===== src/hdl/mvm_pkg.sv =====
// ----------------------------------------------------------------------------
// mvm_pkg
// Shared types and constants for the matrix-vector multiply core.
// ----------------------------------------------------------------------------
package mvm_pkg;

  localparam int unsigned ValueW         = 16;
  localparam int unsigned ProdW          = 32;
  localparam int unsigned SumW           = 48;
  localparam int unsigned RowW           = 12;
  localparam int unsigned NumColsW       = 11;
  localparam int unsigned NumRowsW       = 13;
  localparam int unsigned PaddrW         = 3;
  localparam int unsigned PdataW         = 32;
  localparam int unsigned MaxColsDefault = 1024;
  localparam int unsigned QueueDepth     = 4;

  localparam logic [NumRowsW-1:0] RowLimit     = 13'd4096;
  localparam logic [NumColsW-1:0] NumColsReset = 11'd64;
  localparam logic [NumRowsW-1:0] NumRowsReset = 13'd64;

  // opcodes
  localparam logic OpVecLoad = 1'b0;
  localparam logic OpMatElem = 1'b1;

  // register index, taken from paddr[2]
  localparam logic RegNumCols = 1'b0;
  localparam logic RegNumRows = 1'b1;

  typedef struct packed {
    logic                     opcode;
    logic signed [ValueW-1:0] value;
  } mvm_in_t;

  typedef struct packed {
    logic signed [SumW-1:0] row_sum;
    logic [RowW-1:0]        row_index;
    logic                   last_row;
  } mvm_out_t;

  // one command from the front end to the datapath
  typedef struct packed {
    logic                     is_mac;
    logic signed [ValueW-1:0] value;
    logic signed [ValueW-1:0] vec_elem;
    logic                     last_col;
    logic [RowW-1:0]          row_index;
    logic                     last_row;
  } mvm_cmd_t;

endpackage


===== src/hdl/mvm_queue.sv =====
// ----------------------------------------------------------------------------
// mvm_queue
// Small register FIFO between the front end and the datapath.
// ----------------------------------------------------------------------------
module mvm_queue
  import mvm_pkg::*;
#(
  parameter int unsigned Depth = QueueDepth
) (
  input  logic     clk_i,
  input  logic     rst_ni,
  input  logic     push_valid_i,
  output logic     push_ready_o,
  input  mvm_cmd_t push_data_i,
  output logic     pop_valid_o,
  input  logic     pop_ready_i,
  output mvm_cmd_t pop_data_o
);

  localparam int unsigned PtrW = $clog2(Depth);
  localparam int unsigned CntW = $clog2(Depth + 1);
  localparam logic [PtrW-1:0] LastPtr = PtrW'(Depth - 1);
  localparam logic [CntW-1:0] Full    = CntW'(Depth);

  mvm_cmd_t        slots_q [Depth];
  logic [PtrW-1:0] wr_ptr_q, rd_ptr_q;
  logic [CntW-1:0] count_q;
  logic            do_push, do_pop;

  assign push_ready_o = (count_q != Full);
  assign pop_valid_o  = (count_q != '0);
  assign do_push      = push_valid_i && push_ready_o;
  assign do_pop       = pop_valid_o && pop_ready_i;
  assign pop_data_o   = slots_q[rd_ptr_q];

  always_ff @(posedge clk_i or negedge rst_ni) begin
    if (!rst_ni) begin
      wr_ptr_q <= '0;
      rd_ptr_q <= '0;
      count_q  <= '0;
    end else begin
      if (do_push) begin
        wr_ptr_q <= (wr_ptr_q == LastPtr) ? '0 : wr_ptr_q + PtrW'(1);
      end
      if (do_pop) begin
        rd_ptr_q <= (rd_ptr_q == LastPtr) ? '0 : rd_ptr_q + PtrW'(1);
      end
      if (do_push && !do_pop) begin
        count_q <= count_q + CntW'(1);
      end else if (do_pop && !do_push) begin
        count_q <= count_q - CntW'(1);
      end
    end
  end

  always_ff @(posedge clk_i) begin
    if (do_push) begin
      slots_q[wr_ptr_q] <= push_data_i;
    end
  end

endmodule


===== config.mk =====
export PLATFORM = sky130hd
export DESIGN_NAME = mvm_queue
export DESIGN_NICKNAME = d
export VERILOG_FILES = /design/src/hdl/mvm_pkg.sv /design/src/hdl/mvm_queue.sv
export SDC_FILE = /design/constraint.sdc
export NUM_CORES = 1
export LEC_CHECK = 0
export BUFFER_PORTS_ARGS = -buffer_cell sky130_fd_sc_hd__buf_2
export CELL_PAD_IN_SITES_DETAIL_PLACEMENT = 1
export CELL_PAD_IN_SITES_GLOBAL_PLACEMENT = 2
export CORE_AREA = 3 3 125 127
export CTS_BUF_LIST = sky130_fd_sc_hd__clkbuf_4
export DETAILED_ROUTE_END_ITERATION = 6
export DIE_AREA = 0 0 128 130
export HOLD_SLACK_MARGIN = 0.02
export PLACE_DENSITY = 0.91
export SLEW_MARGIN = 10
export SYNTH_ARGS = -nofsm -noshare
export SYNTH_HDL_FRONTEND = slang
export SYNTH_SLANG_ARGS = --single-unit

===== constraint.sdc =====
create_clock -name clk_i -period 4.3 [get_ports clk_i]
set_input_delay 0.43 -clock clk_i [delete_from_list [all_inputs] [get_ports clk_i]]
set_output_delay 0.43 -clock clk_i [all_outputs]
set_load 0.02 [all_outputs]

### After elaboration in Yosys (flattened, before gate mapping)

Memories as Yosys holds them, arrays and structs flattened.
Cells that the tools add are included.

* register bits after elaboration: 7
* bits in writable memories: 188
* bits of input ports: 51
* output and inout bits: 49
* word-level logic and storage cells: 25
* memories kept: 1

Memory list
* slots_q: depth 4, bits a word 47, rd ports 1, clocked after memory_dff 0, write ports 1, line mvm_queue.sv:25 `mvm_cmd_t slots_q [Depth];`

* add/subtract/negate cells: 4
* eq/ne operators: 3
* muxes and demuxes: 6
* reductions and logical operators: 8

Operators with widths (number)
* 2-to-1 mux 3 bit: 2
* adder 2 x 1 -> 2 bit (second input constant): 2
* equality test 2 bit (second input constant): 2
* logical AND 1 bit: 4
* 2-to-1 mux 2 bit: 2
* adder 3 x 1 -> 3 bit (second input constant): 1
* inequality test 3 bit (second input constant): 1
* nonzero test 3 bit: 1
* subtractor 3 x 1 -> 3 bit (second input constant): 1
* logical NOT 1 bit: 2
* 2-to-1 mux 1 bit: 2
* nonzero test 2 bit: 1

### Longest topological paths before layout

* depth after elaboration: 6
* mapped depth: 8
* depth with buffers taken out: 8

### Least setup slack after synthesis

OpenSTA, ideal clock, no wires.

* path kind: register -> register
* from: register count_q[0]
* to: memory slots_q[3][0] (netlist bit) (enable)
* library setup time: 0.409 ns
* arrival: 1.985 ns
* required time: 3.891 ns
* setup slack: 1.906 ns
* cell stages (with the launch flop): 4
* path buffers: 0
* clock period less this slack: 2.394 ns
* cell sequence: dfrtp_1 nor2_1 a21boi_1 and2_1

* longest elaborated chain between the ends: 4

Ends and longest elaborated chain
* start: declaration: line mvm_queue.sv:27 `logic [CntW-1:0] count_q;`
* start signal: assignment: line mvm_queue.sv:49 `count_q <= count_q + CntW'(1);`
* start signal: assignment: line mvm_queue.sv:51 `count_q <= count_q - CntW'(1);`
* inequality test 3 bit: line mvm_queue.sv:30 `assign push_ready_o = (count_q != Full);`
* logical AND 1 bit: line mvm_queue.sv:32 `assign do_push = push_valid_i && push_ready_o;`
* named net do_push: line mvm_queue.sv:28 `logic do_push, do_pop;`
* 2-to-1 mux 1 bit: line mvm_queue.sv:57 `if (do_push) begin`
* 2-to-1 mux 1 bit (implied by the code): line mvm_queue.sv:58 `slots_q[wr_ptr_q] <= push_data_i;`
* end: declaration: line mvm_queue.sv:25

The timed path passes the listed nets, and every way through them passes these cells.

==> impl_results.md <==
* Status: complete, no violations
* First-pass GRT wire length at 20300 microns
* Relative slew slack at 21.1%
* PostCTS Resize Cnt at 0
* Final core occ at 56.1%
* Post-layout net count at 453
* Number of global-route vias before repair at 3565
* Proportion of layout cells with a drive suffix above 1 at 46.1%
* Area post-placement at 7900 sq um
* GRT Residual Overflow at 0
* HP Class: in2reg
* Cell taking the most area after synthesis: edfxtp_1
* RSZ-0062 raised after global routing: false
* Avg Inst Size Synth at 25.6 sq um
* H-tree Lvls at 4
* MaxCap Viol Count at 0
* Synth cell types at 20
* Synth warn at 0
* Crit end category: primary output
* Wire per inst at 22.5 microns
* Reg2reg end: slots_q[1][35]
* Cell area after layout at 8160 sq um
* CTS tree: done
* Antenna violations before repair at 2
* DRC at 0
* Core box area at 14500 sq um
* Hold Path Depth at 1
* Leakage power at 2.78 nW
* Die width at 128 microns
* Final setup violation count at 0
* Worst EP required at 3.87 ns
* Post-synth net total at 341
* Count of flip-flops with a built-in enable after synthesis at 188
* Tcrit/Tclk final at 66.6%
* Reg clk slew, reported paths at 0.14 ns
* Worst Tran Pin Value at 1.18 ns
* Core Rows at 44
* Detailed Route Iter0 Violations at 212
* Worst path arrival time at 2.44 ns
* Post-synthesis register bit count at 195
* Die H at 130 microns
* Pins over their slew limit at 0
* Clock skew at 0.0209 ns
* Reg-to-reg slack, setup at 1.75 ns
* FMAX at 0.349 GHz
* PortBufs at 99
* Clock Tree Buf Depth at 2
* Aggregate global-route resource usage at 16.6%
* Final hold vios at 0
* Starting Density at 49.8%
* Hpwl dp at 8460 microns
* Fillers at 1308
* DR vias/cell at 5.49
* Final Critical Period at 2.87 ns
* Routability cong. at 0.755
* Peak supply drop at 0.345 mV
* Synth top area cells: edfxtp_1 (78%), mux4_2 (14%), dfrtp_1 (2.4%), ha_1 (1.0%), mux2_2 (0.78%)
* Power Density at 665 nW/um^2
* WL final at 13300 microns
* Count leader, synth: edfxtp_1
* Synth Instances at 283
* First drt pass iteration count at 4
* Critical Path Source Type: flip-flop
* CTS Sinks at 195
* CTS Buf Count at 17
* Async set-reset flop share out of synthesis at 3.59%
* Power Total at 5.43 mW
* Largest net degree at the start of global routing at 51
* Postcts setup bufs at 0
* Cts hold-fix bufs at 1
* Worst Path Max Fanout at 50
* Crit Path Category: reg2out
* Sequential-to-total area share from yosys stat at 80.5%
* Die area at 16600 sq um
* Fin Setup TNS at 0 ns
* Routed Antenna Nets at 0
* Top Ports at 100
* Mapped Area at 7230 sq um
* Most used DFF post-synth: edfxtp_1
* Post-synth top area share at 78.0%
* Via count at 3237
* WHS Endpoint: slots_q[2][46]
* Synth cell count leaders: edfxtp_1 (188), mux4_2 (45), dfrtp_1 (7)
* P&R area growth vs syn at 12.8%
* R2R cell count at 4
* ANT cells at 0
* Root buffer cell: clkbuf_4
* Clock latency on the worst-skew pair at 0.51 ns
* Reg-to-Reg Start: count_q[0]
* Hold Crit Start: push_data_i[46]
per-layer routing:
layer	routed length (microns)	global-route usage, %	part of all wire, %
met1	5560	21.8	42
met2	6670	27.4	50
met3	889	5.24	6.7
met4	101	4.18	0.76
met5	27	0	0.20
layout make-up:
| class | instances | area (sq um) | area share, % |
|---|---|---|---|
| clock buffer | 19 | 143 | 1.75 |
| clock inverter | 11 | 104 | 1.27 |
| inverter | 3 | 11.3 | 0.138 |
| multi-input combinational | 74 | 1310 | 16.1 |
| sequential | 195 | 5830 | 71.4 |
| tap | 184 | 230 | 2.82 |
| timing repair buffer | 104 | 536 | 6.56 |
registers in the layout, summed over array words and instances (netlist names):
register / cells
count_q: 3
rd_ptr_q: 2
slots_q: 188
wr_ptr_q: 2
cells in the final DEF (no fill, tap or decap):
cell           netlist  routed
mux4_2              45      45
dfrtp_4              0       1
edfxtp_1           188     188
xor2_1               2       2
clkinv_1             0       2
clkinv_2             0       1
inv_8                0       1
xnor2_1              1       1
mux4_1               2       2
buf_2                3      99
ha_1                 6       6
nor2_1               4       4
buf_4                3       4
dfrtp_2              0       1
clkbuf_4             0      19
mux2_2               5       5
inv_1                3       3
inv_6                0       4
a21boi_1             1       1
dfrtp_1              7       5
or3_1                1       1
nand2_1              2       2
bufinv_16            0       1
dlygate4sd3_1        0       1
clkinvlp_4           0       2
fa_1                 1       1
and2_2               0       4
power breakdown:
| group | switching [mW] | internal (mW) |
|---|---|---|
| registers | 0.336 | 2.51 |
| clock network | 0.573 | 0.301 |
| logic | 0.927 | 0.777 |
| total | 1.84 | 3.59 |
per-stage QoR:
stage | std cells | hold WS [ns] | worst slack (ns)
2_1_floorplan | 283 | 0.134 | 1.91
3_3_place_gp | 559 | 0.272 | 1.79
3_5_place_dp | 559 | 0.278 | 1.69
4_1_cts | 590 | 0.0437 | 1.31
5_1_grt | 590 | 0.0338 | 1.20
6_report | 590 | 0.117 | 1.43
worst max-delay path by stage:
stage | from | end | slack, ns | depth (start not counted)
2_1_floorplan | count_q[0] | slots_q[3][0] | 1.91 | 3
3_3_place_gp | push_valid_i | slots_q[0][1] | 1.79 | 4
3_5_place_dp | push_valid_i | slots_q[0][32] | 1.69 | 4
4_1_cts | rd_ptr_q[0] | pop_data_o[23] | 1.31 | 2
5_1_grt | rd_ptr_q[0] | pop_data_o[46] | 1.20 | 2
6_report | rd_ptr_q[0] | pop_data_o[46] | 1.43 | 2
worst max-delay path, stage by stage, from the launching register on:
cell and delay [ns]:
dfrtp_4 1.09, mux4_1 0.65, buf_2 0.18
cells by family after synthesis:
family / Yosys count / share of synthesized area [%]
flip-flops: 195 / 80.5
multiplexers: 52 / 15.5
buffers and inverters: 14 / 1.49
AND/OR/NAND/NOR: 11 / 0.744
adder cells (fa/ha/maj): 7 / 1.31
XOR/XNOR: 3 / 0.363
AO/OA/AOI/OAI: 1 / 0.104
Note: power is estimated with default switching activity, not from simulation.
