===== src/hdl/mvm_pkg.sv =====
// ----------------------------------------------------------------------------
// mvm_pkg
// Shared types and constants for the matrix-vector multiply core.
// ----------------------------------------------------------------------------
package mvm_pkg;

  localparam int unsigned ValueW         = 16;
  localparam int unsigned ProdW          = 32;
  localparam int unsigned SumW           = 48;
  localparam int unsigned RowW           = 12;
  localparam int unsigned NumColsW       = 11;
  localparam int unsigned NumRowsW       = 13;
  localparam int unsigned PaddrW         = 3;
  localparam int unsigned PdataW         = 32;
  localparam int unsigned MaxColsDefault = 1024;
  localparam int unsigned QueueDepth     = 4;

  localparam logic [NumRowsW-1:0] RowLimit     = 13'd4096;
  localparam logic [NumColsW-1:0] NumColsReset = 11'd64;
  localparam logic [NumRowsW-1:0] NumRowsReset = 13'd64;

  // opcodes
  localparam logic OpVecLoad = 1'b0;
  localparam logic OpMatElem = 1'b1;

  // register index, taken from paddr[2]
  localparam logic RegNumCols = 1'b0;
  localparam logic RegNumRows = 1'b1;

  typedef struct packed {
    logic                     opcode;
    logic signed [ValueW-1:0] value;
  } mvm_in_t;

  typedef struct packed {
    logic signed [SumW-1:0] row_sum;
    logic [RowW-1:0]        row_index;
    logic                   last_row;
  } mvm_out_t;

  // one command from the front end to the datapath
  typedef struct packed {
    logic                     is_mac;
    logic signed [ValueW-1:0] value;
    logic signed [ValueW-1:0] vec_elem;
    logic                     last_col;
    logic [RowW-1:0]          row_index;
    logic                     last_row;
  } mvm_cmd_t;

endpackage


===== src/hdl/mvm_back.sv =====
// ----------------------------------------------------------------------------
// mvm_back
// Multiply-accumulate datapath: product stage, then accumulator and
// result register.
// ----------------------------------------------------------------------------
module mvm_back
  import mvm_pkg::*;
(
  input  logic     clk_i,
  input  logic     rst_ni,
  input  logic     cmd_valid_i,
  output logic     cmd_ready_o,
  input  mvm_cmd_t cmd_i,
  output logic     out_valid_o,
  input  logic     out_ready_i,
  output mvm_out_t out_data_o
);

  logic                   adv;
  logic                   p_valid_q, p_mac_q, p_last_col_q, p_last_row_q;
  logic signed [ProdW-1:0] p_prod_q;
  logic [RowW-1:0]        p_row_q;
  logic signed [SumW-1:0] acc_q, acc_d, sum;
  logic                   out_valid_q, out_valid_d;
  mvm_out_t               out_q, out_d;

  // whole pipe holds while a finished sum waits
  assign adv         = !out_valid_q || out_ready_i;
  assign cmd_ready_o = adv;

  always_ff @(posedge clk_i) begin
    if (adv && cmd_valid_i) begin
      p_mac_q      <= cmd_i.is_mac;
      p_prod_q     <= cmd_i.value * cmd_i.vec_elem;
      p_last_col_q <= cmd_i.last_col;
      p_row_q      <= cmd_i.row_index;
      p_last_row_q <= cmd_i.last_row;
    end
  end

  always_comb begin
    sum         = acc_q + SumW'(p_prod_q);
    acc_d       = acc_q;
    out_valid_d = out_valid_q;
    out_d       = out_q;
    if (adv) begin
      out_valid_d = 1'b0;
      if (p_valid_q) begin
        if (!p_mac_q) begin
          acc_d = '0;
        end else if (p_last_col_q) begin
          acc_d           = '0;
          out_valid_d     = 1'b1;
          out_d.row_sum   = sum;
          out_d.row_index = p_row_q;
          out_d.last_row  = p_last_row_q;
        end else begin
          acc_d = sum;
        end
      end
    end
  end

  always_ff @(posedge clk_i or negedge rst_ni) begin
    if (!rst_ni) begin
      p_valid_q   <= 1'b0;
      acc_q       <= '0;
      out_valid_q <= 1'b0;
    end else begin
      if (adv) begin
        p_valid_q <= cmd_valid_i;
      end
      acc_q       <= acc_d;
      out_valid_q <= out_valid_d;
    end
  end

  always_ff @(posedge clk_i) begin
    out_q <= out_d;
  end

  assign out_valid_o = out_valid_q;
  assign out_data_o  = out_q;

endmodule


===== config.mk =====
export PLATFORM = sky130hd
export DESIGN_NAME = mvm_back
export DESIGN_NICKNAME = d
export VERILOG_FILES = /design/src/hdl/mvm_pkg.sv /design/src/hdl/mvm_back.sv
export SDC_FILE = /design/constraint.sdc
export NUM_CORES = 1
export LEC_CHECK = 0
export BUFFER_PORTS_ARGS = -buffer_cell sky130_fd_sc_hd__buf_2
export CAP_MARGIN = 20
export CELL_PAD_IN_SITES_DETAIL_PLACEMENT = 0
export CELL_PAD_IN_SITES_GLOBAL_PLACEMENT = 1
export CORE_ASPECT_RATIO = 0.7
export CORE_MARGIN = 5
export CORE_UTILIZATION = 54
export DETAILED_ROUTE_END_ITERATION = 8
export GPL_ROUTABILITY_DRIVEN = 0
export PLACE_DENSITY = 0.93
export SLEW_MARGIN = 5
export SYNTH_ARGS = -nofsm -noshare
export SYNTH_HDL_FRONTEND = slang
export SYNTH_SLANG_ARGS = --single-unit

===== constraint.sdc =====
create_clock -name clk_i -period 7.15 [get_ports clk_i]
set_input_delay 1.43 -clock clk_i [delete_from_list [all_inputs] [get_ports clk_i]]
set_output_delay 1.43 -clock clk_i [all_outputs]
set_load 0.01 [all_outputs]

== Yosys cells after proc, flatten, opt, wreduce, memory -nomap -nowiden ==
Index checks and enable logic that the tools add are counted.
Storage, ports and cells
  word-level logic and storage cells: 23
  output and inout port bits: 63
  bits of input ports: 51
  flip-flop bits (word level): 158
Cells by class
  multipliers: 1
  reduce and logical (&&, ||, !) cells: 5
  multiplexer cells: 5
  $add $sub $neg: 1
Operators with widths (number)
  48-bit two-way mux: 2
  48-bit by 32-bit adder with 48-bit output: 1
  16-bit by 16-bit multiplier with 32-bit output: 1
  4-bit AND reduction: 1
  1-bit two-way mux: 3
  2-bit AND reduction: 1
  1-bit logical AND: 1
  1-bit logical NOT: 1
  1-bit logical OR: 1

== Logic depth before layout (Yosys ltp) ==
Gate-level depths: netlist of the first run.
  depth in word-level cells: 3
  depth in mapped cells: 26
  mapped depth without buffers: 24

== Least setup slack after synthesis of the first run ==
Ideal clock, no wire load.
  kind: input to register
  from: input cmd_i[45] (netlist name)
  to: register p_prod_q[31] (data pin)
  setup time: 260 ps
  slack: -13 ps
  buffers on the path: 2
  cell stages on the path: 24
  arrival time: 6903 ps
  required time: 6890 ps
  cell sequence: clkbuf_1 > nand2_1 > inv_1 > fa_1 > inv_1 > fa_1 > fa_1 > inv_1 > fa_1 > fa_1 > inv_1 > fa_1 > inv_1 > ha_1 > clkbuf_1 > a21oi_1 > o21ai_0 > nor2_1 > o21ai_0 > a32o_1 > o41ai_2 > o2111ai_1 > a21oi_1 > xnor2_1
Between the ends
  word-level cells in the longest chain between the ends: 1
Ends and longest elaborated chain
  start: declaration: line mvm_back.sv:13  | input mvm_cmd_t cmd_i,
  16-bit by 16-bit multiplier with 32-bit output: line mvm_back.sv:34  | p_prod_q <= cmd_i.value * cmd_i.vec_elem;
  end signal: assignment: line mvm_back.sv:34
  end: declaration: line mvm_back.sv:21  | logic signed [ProdW-1:0] p_prod_q;
Every way passes these cells.
A chain may end at the register's enable or synchronous reset.

== Worst setup path after layout of the first run ==
  from: input cmd_i[37] (netlist name)
  to: register p_prod_q[29] (data pin)
The elaborated chain is that of the path after synthesis.

==> results by group, run 1 <==
CTS
  – Clock Latency Late Sink: 430 ps
  – CTS tree: done
  – CTS root buf: clkbuf_16
  – Clock sink count: 158
  – H-Tree Depth: 4
  – Clock Tree Buf Depth: 2
  – Reg clk slew, reported paths: 60 ps
  – CTS Buf Count: 17
  – CTS Hold Bufs: 0

Worst setup path
  – Slowest CP cell: fa_1
  – Max stage delay on crit path: 570 ps
  – Crit Path Category: input pin to register
  – Critical Path Fanout Max: 9
  – CP Launch Type: input pin
  – Worst Path Buf+Inv: 6
  – Critical path endpoint category: register
  – R2R depth: 11
  – Crit path DAT: 7060 ps
  – CP most frequent cell: fa_1
  – R2R Path Start: acc_q[5]
  – Worst EP required: 7330 ps
  – Capturing point of the worst reg2reg path: out_data_o[59]
  – Reg2Reg Setup Slack: 3250 ps
  – CP top delay family: adder cells
  – CP Cell Sequence: clkbuf_4 > buf_4 > nand2_1 > fa_1 > inv_1 > fa_1 > fa_1 > fa_1 > fa_1 > inv_1 > fa_1 > inv_1 > ha_1 > a21o_1 > a31oi_2 > o211ai_1 > a32o_2 > o41ai_4 > buf_4 > o21bai_1 > a21oi_1 > xnor2_1

STA
  – Clock skew: 8.97 ps
  – Final Hold Viols: 0
  – Fin worst setup slack: 264 ps
  – Tmin final: 6890 ps
  – Final setup vio count: 0
  – Final Cycle Share: 0.963
  – Actual slew at the worst max-slew pin: 977 ps
  – Slew Limit Fails: 0
  – FMAX: 145 MHz
  – Max transition margin: 0.340

Logic synthesis
  – Post-synthesis average cell area: 10.3 µm²
  – Synth unique cells: 66
  – Synthesis Warnings: 0
  – Asr flop ratio synth: 0.316
  – Mapped Area: 17,600 µm²
  – Synth Instances: 1,720
  – Net Count, Synth: 2,163
  – Main flop type after synthesis: edfxtp_1
  – Seq cells post-synth: 158
  – Post-synth EDFFs: 108
  – Seq/Total Area, Yosys: 0.255

Floorplan
  – Initial Util: 0.547
  – Num rows: 55
  – Core area: 32,300 µm²
  – DIE HEIGHT: 161 µm
  – I/O pin count: 114
  – Die ar.: 36,400 µm²
  – DIE WIDTH: 226 µm

Global routing
  – Grt ovf: 0
  – First-pass GRT wire length: 66.0 mm
  – Largest net degree at the start of global routing: 51
  – Total track usage: 0.221
  – Vias in the first global route: 13.6k
  – Initial antenna violation count: 0

Min path
  – Min-Delay Path Class: register to register
  – Hold depth: 0
  – Hold Crit Start: p_last_row_q
  – Worst hold endpoint: out_data_o[0]

Run status
  – Outcome: finished clean

Route
  – DR WL/cell: 16.5 µm
  – Routed via count: 12.6k
  – DRT Wirelength: 38.3 mm
  – Initial DRC count: 884
  – Vias per cell: 5.41
  – Total DRC errors in the routed layout: 0
  – Antenna-violating nets left: 0
  – First-pass DRT Iterations: 5

Cells and area
  – Inserted Diodes: 0
  – Area Growth Syn to Fin: 12.2%
  – Share of cells above drive strength 1: 0.140
  – Final std cells w/o fill: 2,322
  – Most frequent cells in the layout: inv_1, fa_1, nand2_1
  – Final nets: 2,325
  – Commonest non-fill, non-tap cell in the layout: inv_1
  – Fillers: 2,619

Placed design
  – Detailed Place HPWL: 31.3 mm
  – Setup WS pre-CTS: -308 ps
  – Buffers on Ports: 113
  – Inst Count DP: 2,285

Run
  – Max cap viols: 0
layout make-up:
class	count	area (µm²)	share of cell area
repair buffers	204	1290	0.0654
flip-flops and latches	158	4490	0.227
multi-input cells	1165	11600	0.588
well taps	427	534	0.0270
clock buffers	18	429	0.0217
inverters	336	1260	0.0637
clock inverters	14	135	0.00683
cells in the mapped netlist (10+ instances only):
library cell,instances,area [µm²]
a22o_1,46,403
xor2_1,26,228
nand2_1,174,653
o21ai_0,30,150
a21oi_1,75,375
clkbuf_1,47,176
ha_1,129,1610
xnor2_1,54,473
nand2b_1,10,62.6
nand4_1,11,68.8
fa_1,263,5270
a21o_1,29,218
nand3_1,22,110
o21bai_1,13,97.6
and2_1,128,801
inv_1,336,1260
nor2_1,51,191
dfrtp_1,50,1250
edfxtp_1,108,3240
metal layers:
layer / wire length, µm / up-vias / global-route usage
met1: 17100 / 6335 / 0.313
met4: 526 / 0 / 0.0437
met3: 2020 / 49 / 0.0336
met2: 18600 / 312 / 0.368
met5: 0 / - / 0
li1: - / 5855 / -
how the worst max path moves through the flow:
stage	startpoint	end	depth (start not counted)
after floorplan	cmd_i[45]	p_prod_q[31]	24
after global placement	cmd_i[18]	p_prod_q[31]	22
after detailed placement	cmd_i[37]	p_prod_q[31]	21
after CTS	cmd_i[37]	p_prod_q[31]	21
after global routing	cmd_i[16]	p_prod_q[29]	24
final	cmd_i[37]	p_prod_q[29]	22
through the flow:
step                utilization  instance area (µm²)  TNS (ps)  hold WS (ps)
CTS                       0.610                19700         0           421
global route              0.613                19800     -22.2           437
floorplan                     -                17600         0           400
detailed placement        0.592                19100      -860           405
global placement          0.592                19100      -326           401
finish                    0.613                19800         0           419
cells by family (layout without fill, tap and decap cells):
group,count (synthesis),count (layout),share of synthesized area
compound gates,263,263,0.108
xor+xnor,80,80,0.0397
fa+ha+maj,392,392,0.390
buf+inv,397,572,0.0884
flops,158,158,0.255
mux,2,2,0.00121
simple gates,428,428,0.118
state kept, by name (all words and copies together) (netlist names):
name	cells
p_row_q	12
p_prod_q	32
p_last_col_q	1
acc_q	48
p_last_row_q	1
p_mac_q	1
out_valid_o	1
p_valid_q	1
out_data_o	61
what timing repair did:
action / 4_1_cts / 5_1_grt
resized for setup: 0 / 17
endpoints found under the setup margin: 0 / 4
hold endpoints to repair: 0 / 0
setup buffers: 0 / 4
Power of run 1 is left out: the tool's default activity adds up to more than one toggle a clock period on the data nets, which glitch-free logic cannot reach.
==> inputs of run 2 (changes only) <==
- CORE_MARGIN: 5 -> 2
- CTS_CLUSTER_SIZE: unset -> 25
==> run 2 against run 1 <==
Compared with the run above: worst hold slack improved by 1.3 ps; fmax decreased by 0.83%; worst setup slack worse by 58 ps; sequential share of layout area barely moved; cell count fell by 0.17%.
==> results by group, run 2 (synthesized netlist as in run 1, its figures left out) <==
STA
  – Final setup vio count: 0
  – Tmin final: 6940 ps
  – Final Cycle Share: 0.971
  – Final Hold Viols: 0
  – Clock skew: 9.52 ps
  – Max transition margin: 0.390
  – Actual slew at the worst max-slew pin: 913 ps
  – Fin worst setup slack: 206 ps
  – RSZ-0062 raised after global routing: yes
  – Slew Limit Fails: 0
  – FMAX: 144 MHz

Route
  – Initial DRC count: 869
  – DR WL/cell: 16.5 µm
  – First-pass DRT Iterations: 8
  – DRT Wirelength: 38.2 mm
  – Antenna-violating nets left: 0
  – Vias per cell: 5.45
  – Routed via count: 12.6k
  – Total DRC errors in the routed layout: 0

Cells and area
  – Commonest non-fill, non-tap cell in the layout: inv_1
  – Area Growth Syn to Fin: 12.2%
  – Max reg flops: 61
  – Most frequent cells in the layout: inv_1, fa_1, nand2_1
  – Share of cells above drive strength 1: 0.137
  – Fillers: 2,634
  – Final nets: 2,321
  – Register Area: 4490 µm²
  – Finished Cell Area: 19,800 µm²
  – Inserted Diodes: 0
  – Multi-input logic area: 11,600 µm²

CTS
  – Clock Tree Buf Depth: 2
  – Clock Latency Late Sink: 430 ps
  – CTS root buf: clkbuf_16
  – Clock sink count: 158
  – CTS tree: done
  – H-Tree Depth: 4
  – Reg clk slew, reported paths: 60 ps
  – CTS Buf Count: 17

Global routing
  – Total track usage: 0.244
  – Largest net degree at the start of global routing: 51
  – Initial antenna violation count: 0
  – First-pass GRT wire length: 65.9 mm
  – Vias in the first global route: 13.7k
  – Grt ovf: 0

Placed design
  – Placement Cell Area: 19,100 µm²
  – Setup WS pre-CTS: -254 ps
  – Detailed Place HPWL: 31.0 mm
  – Buffers on Ports: 113

Floorplan
  – DIE WIDTH: 220 µm
  – Num rows: 55
  – DIE HEIGHT: 155 µm
  – Core area: 32,300 µm²
  – I/O pin count: 114
  – Die ar.: 34,200 µm²
  – Initial Util: 0.547

Worst setup path
  – Critical path endpoint category: register
  – Worst EP required: 7330 ps
  – Crit Path Category: input pin to register
  – Critical Path Fanout Max: 6
  – Crit path DAT: 7120 ps
  – R2R Path Start: p_prod_q[31]
  – Beginning of the critical path: cmd_i[38]
  – CP Launch Type: input pin

Min path
  – Hold Crit Start: p_row_q[5]
  – Min-Delay Path Class: register to register

Run status
  – Outcome: finished clean

Run
  – Max cap viols: 0
## run 2: cell count changes in the layout (fill, tap and decap cells not counted), moves of 2 or more
| cell | before | now |
|---|---|---|
| clkbuf_4 | 8 | 1 |
| buf_2 | 105 | 111 |
| buf_12 | 2 | 4 |
| buf_4 | 89 | 84 |
| bufinv_16 | 1 | 3 |
| inv_8 | 2 | 0 |
## run 2: what timing repair did
item / 4_1_cts / 5_1_grt
hold buffers: 0 / 0
gates resized for setup: 0 / 12
endpoints found under the setup margin: 0 / 3
buffers inserted: 0 / 2
## run 2: path summary, 6_finish.rpt
check | endpoint | slack [ps] | cells past startpoint
worst min-delay path | out_data_o[6] | 420 | 0
worst max-delay path | p_prod_q[31] | 210 | 21
min in group asynchronous | acc_q[4] | 1130 | 2
worst max register to register | acc_q[45] | 3250 | 11
max in group asynchronous | acc_q[32] | 5510 | 2
worst min register to register | out_data_o[6] | 420 | 0
## run 2: cell type report
cell class | count | area share
Multi-Input combinational cell | 1165 | 0.588
Sequential cell | 158 | 0.227
Timing Repair Buffer | 200 | 0.0643
Inverter | 336 | 0.0637
Tap cell | 427 | 0.0270
Clock buffer | 19 | 0.0219
Clock inverter | 13 | 0.00821
## run 2: worst max-delay path: stages
cell and delay [ps]:
buf_2 200, buf_4 190, nand2_1 90, fa_1 550, inv_1 50, fa_1 480
fa_1 560, fa_1 470, fa_1 510, inv_1 50, fa_1 480, inv_1 50
ha_1 290, a21o_1 180, a31oi_1 190, o211ai_1 230, a32o_2 350, o41ai_4 370
o2111ai_2 150, a21oi_2 160, xnor2_1 80
## run 2: metal layers
layer,wire length (µm),global-route usage
met4,559,0.0521
met1,16600,0.334
met3,2500,0.0389
met2,18600,0.413
met5,0,0
## run 2: per-stage QoR
step           hold slack (ps)  instances  setup TNS (ps)  utilization
2_1_floorplan              400       1720               0            -
3_3_place_gp               400       2282            -338        0.592
3_5_place_dp               405       2283            -767        0.593
4_1_cts                    420       2315               0        0.611
5_1_grt                    428       2318           -41.7        0.614
6_report                   420       2318               0        0.614
Power of run 2 is left out for the same reason.
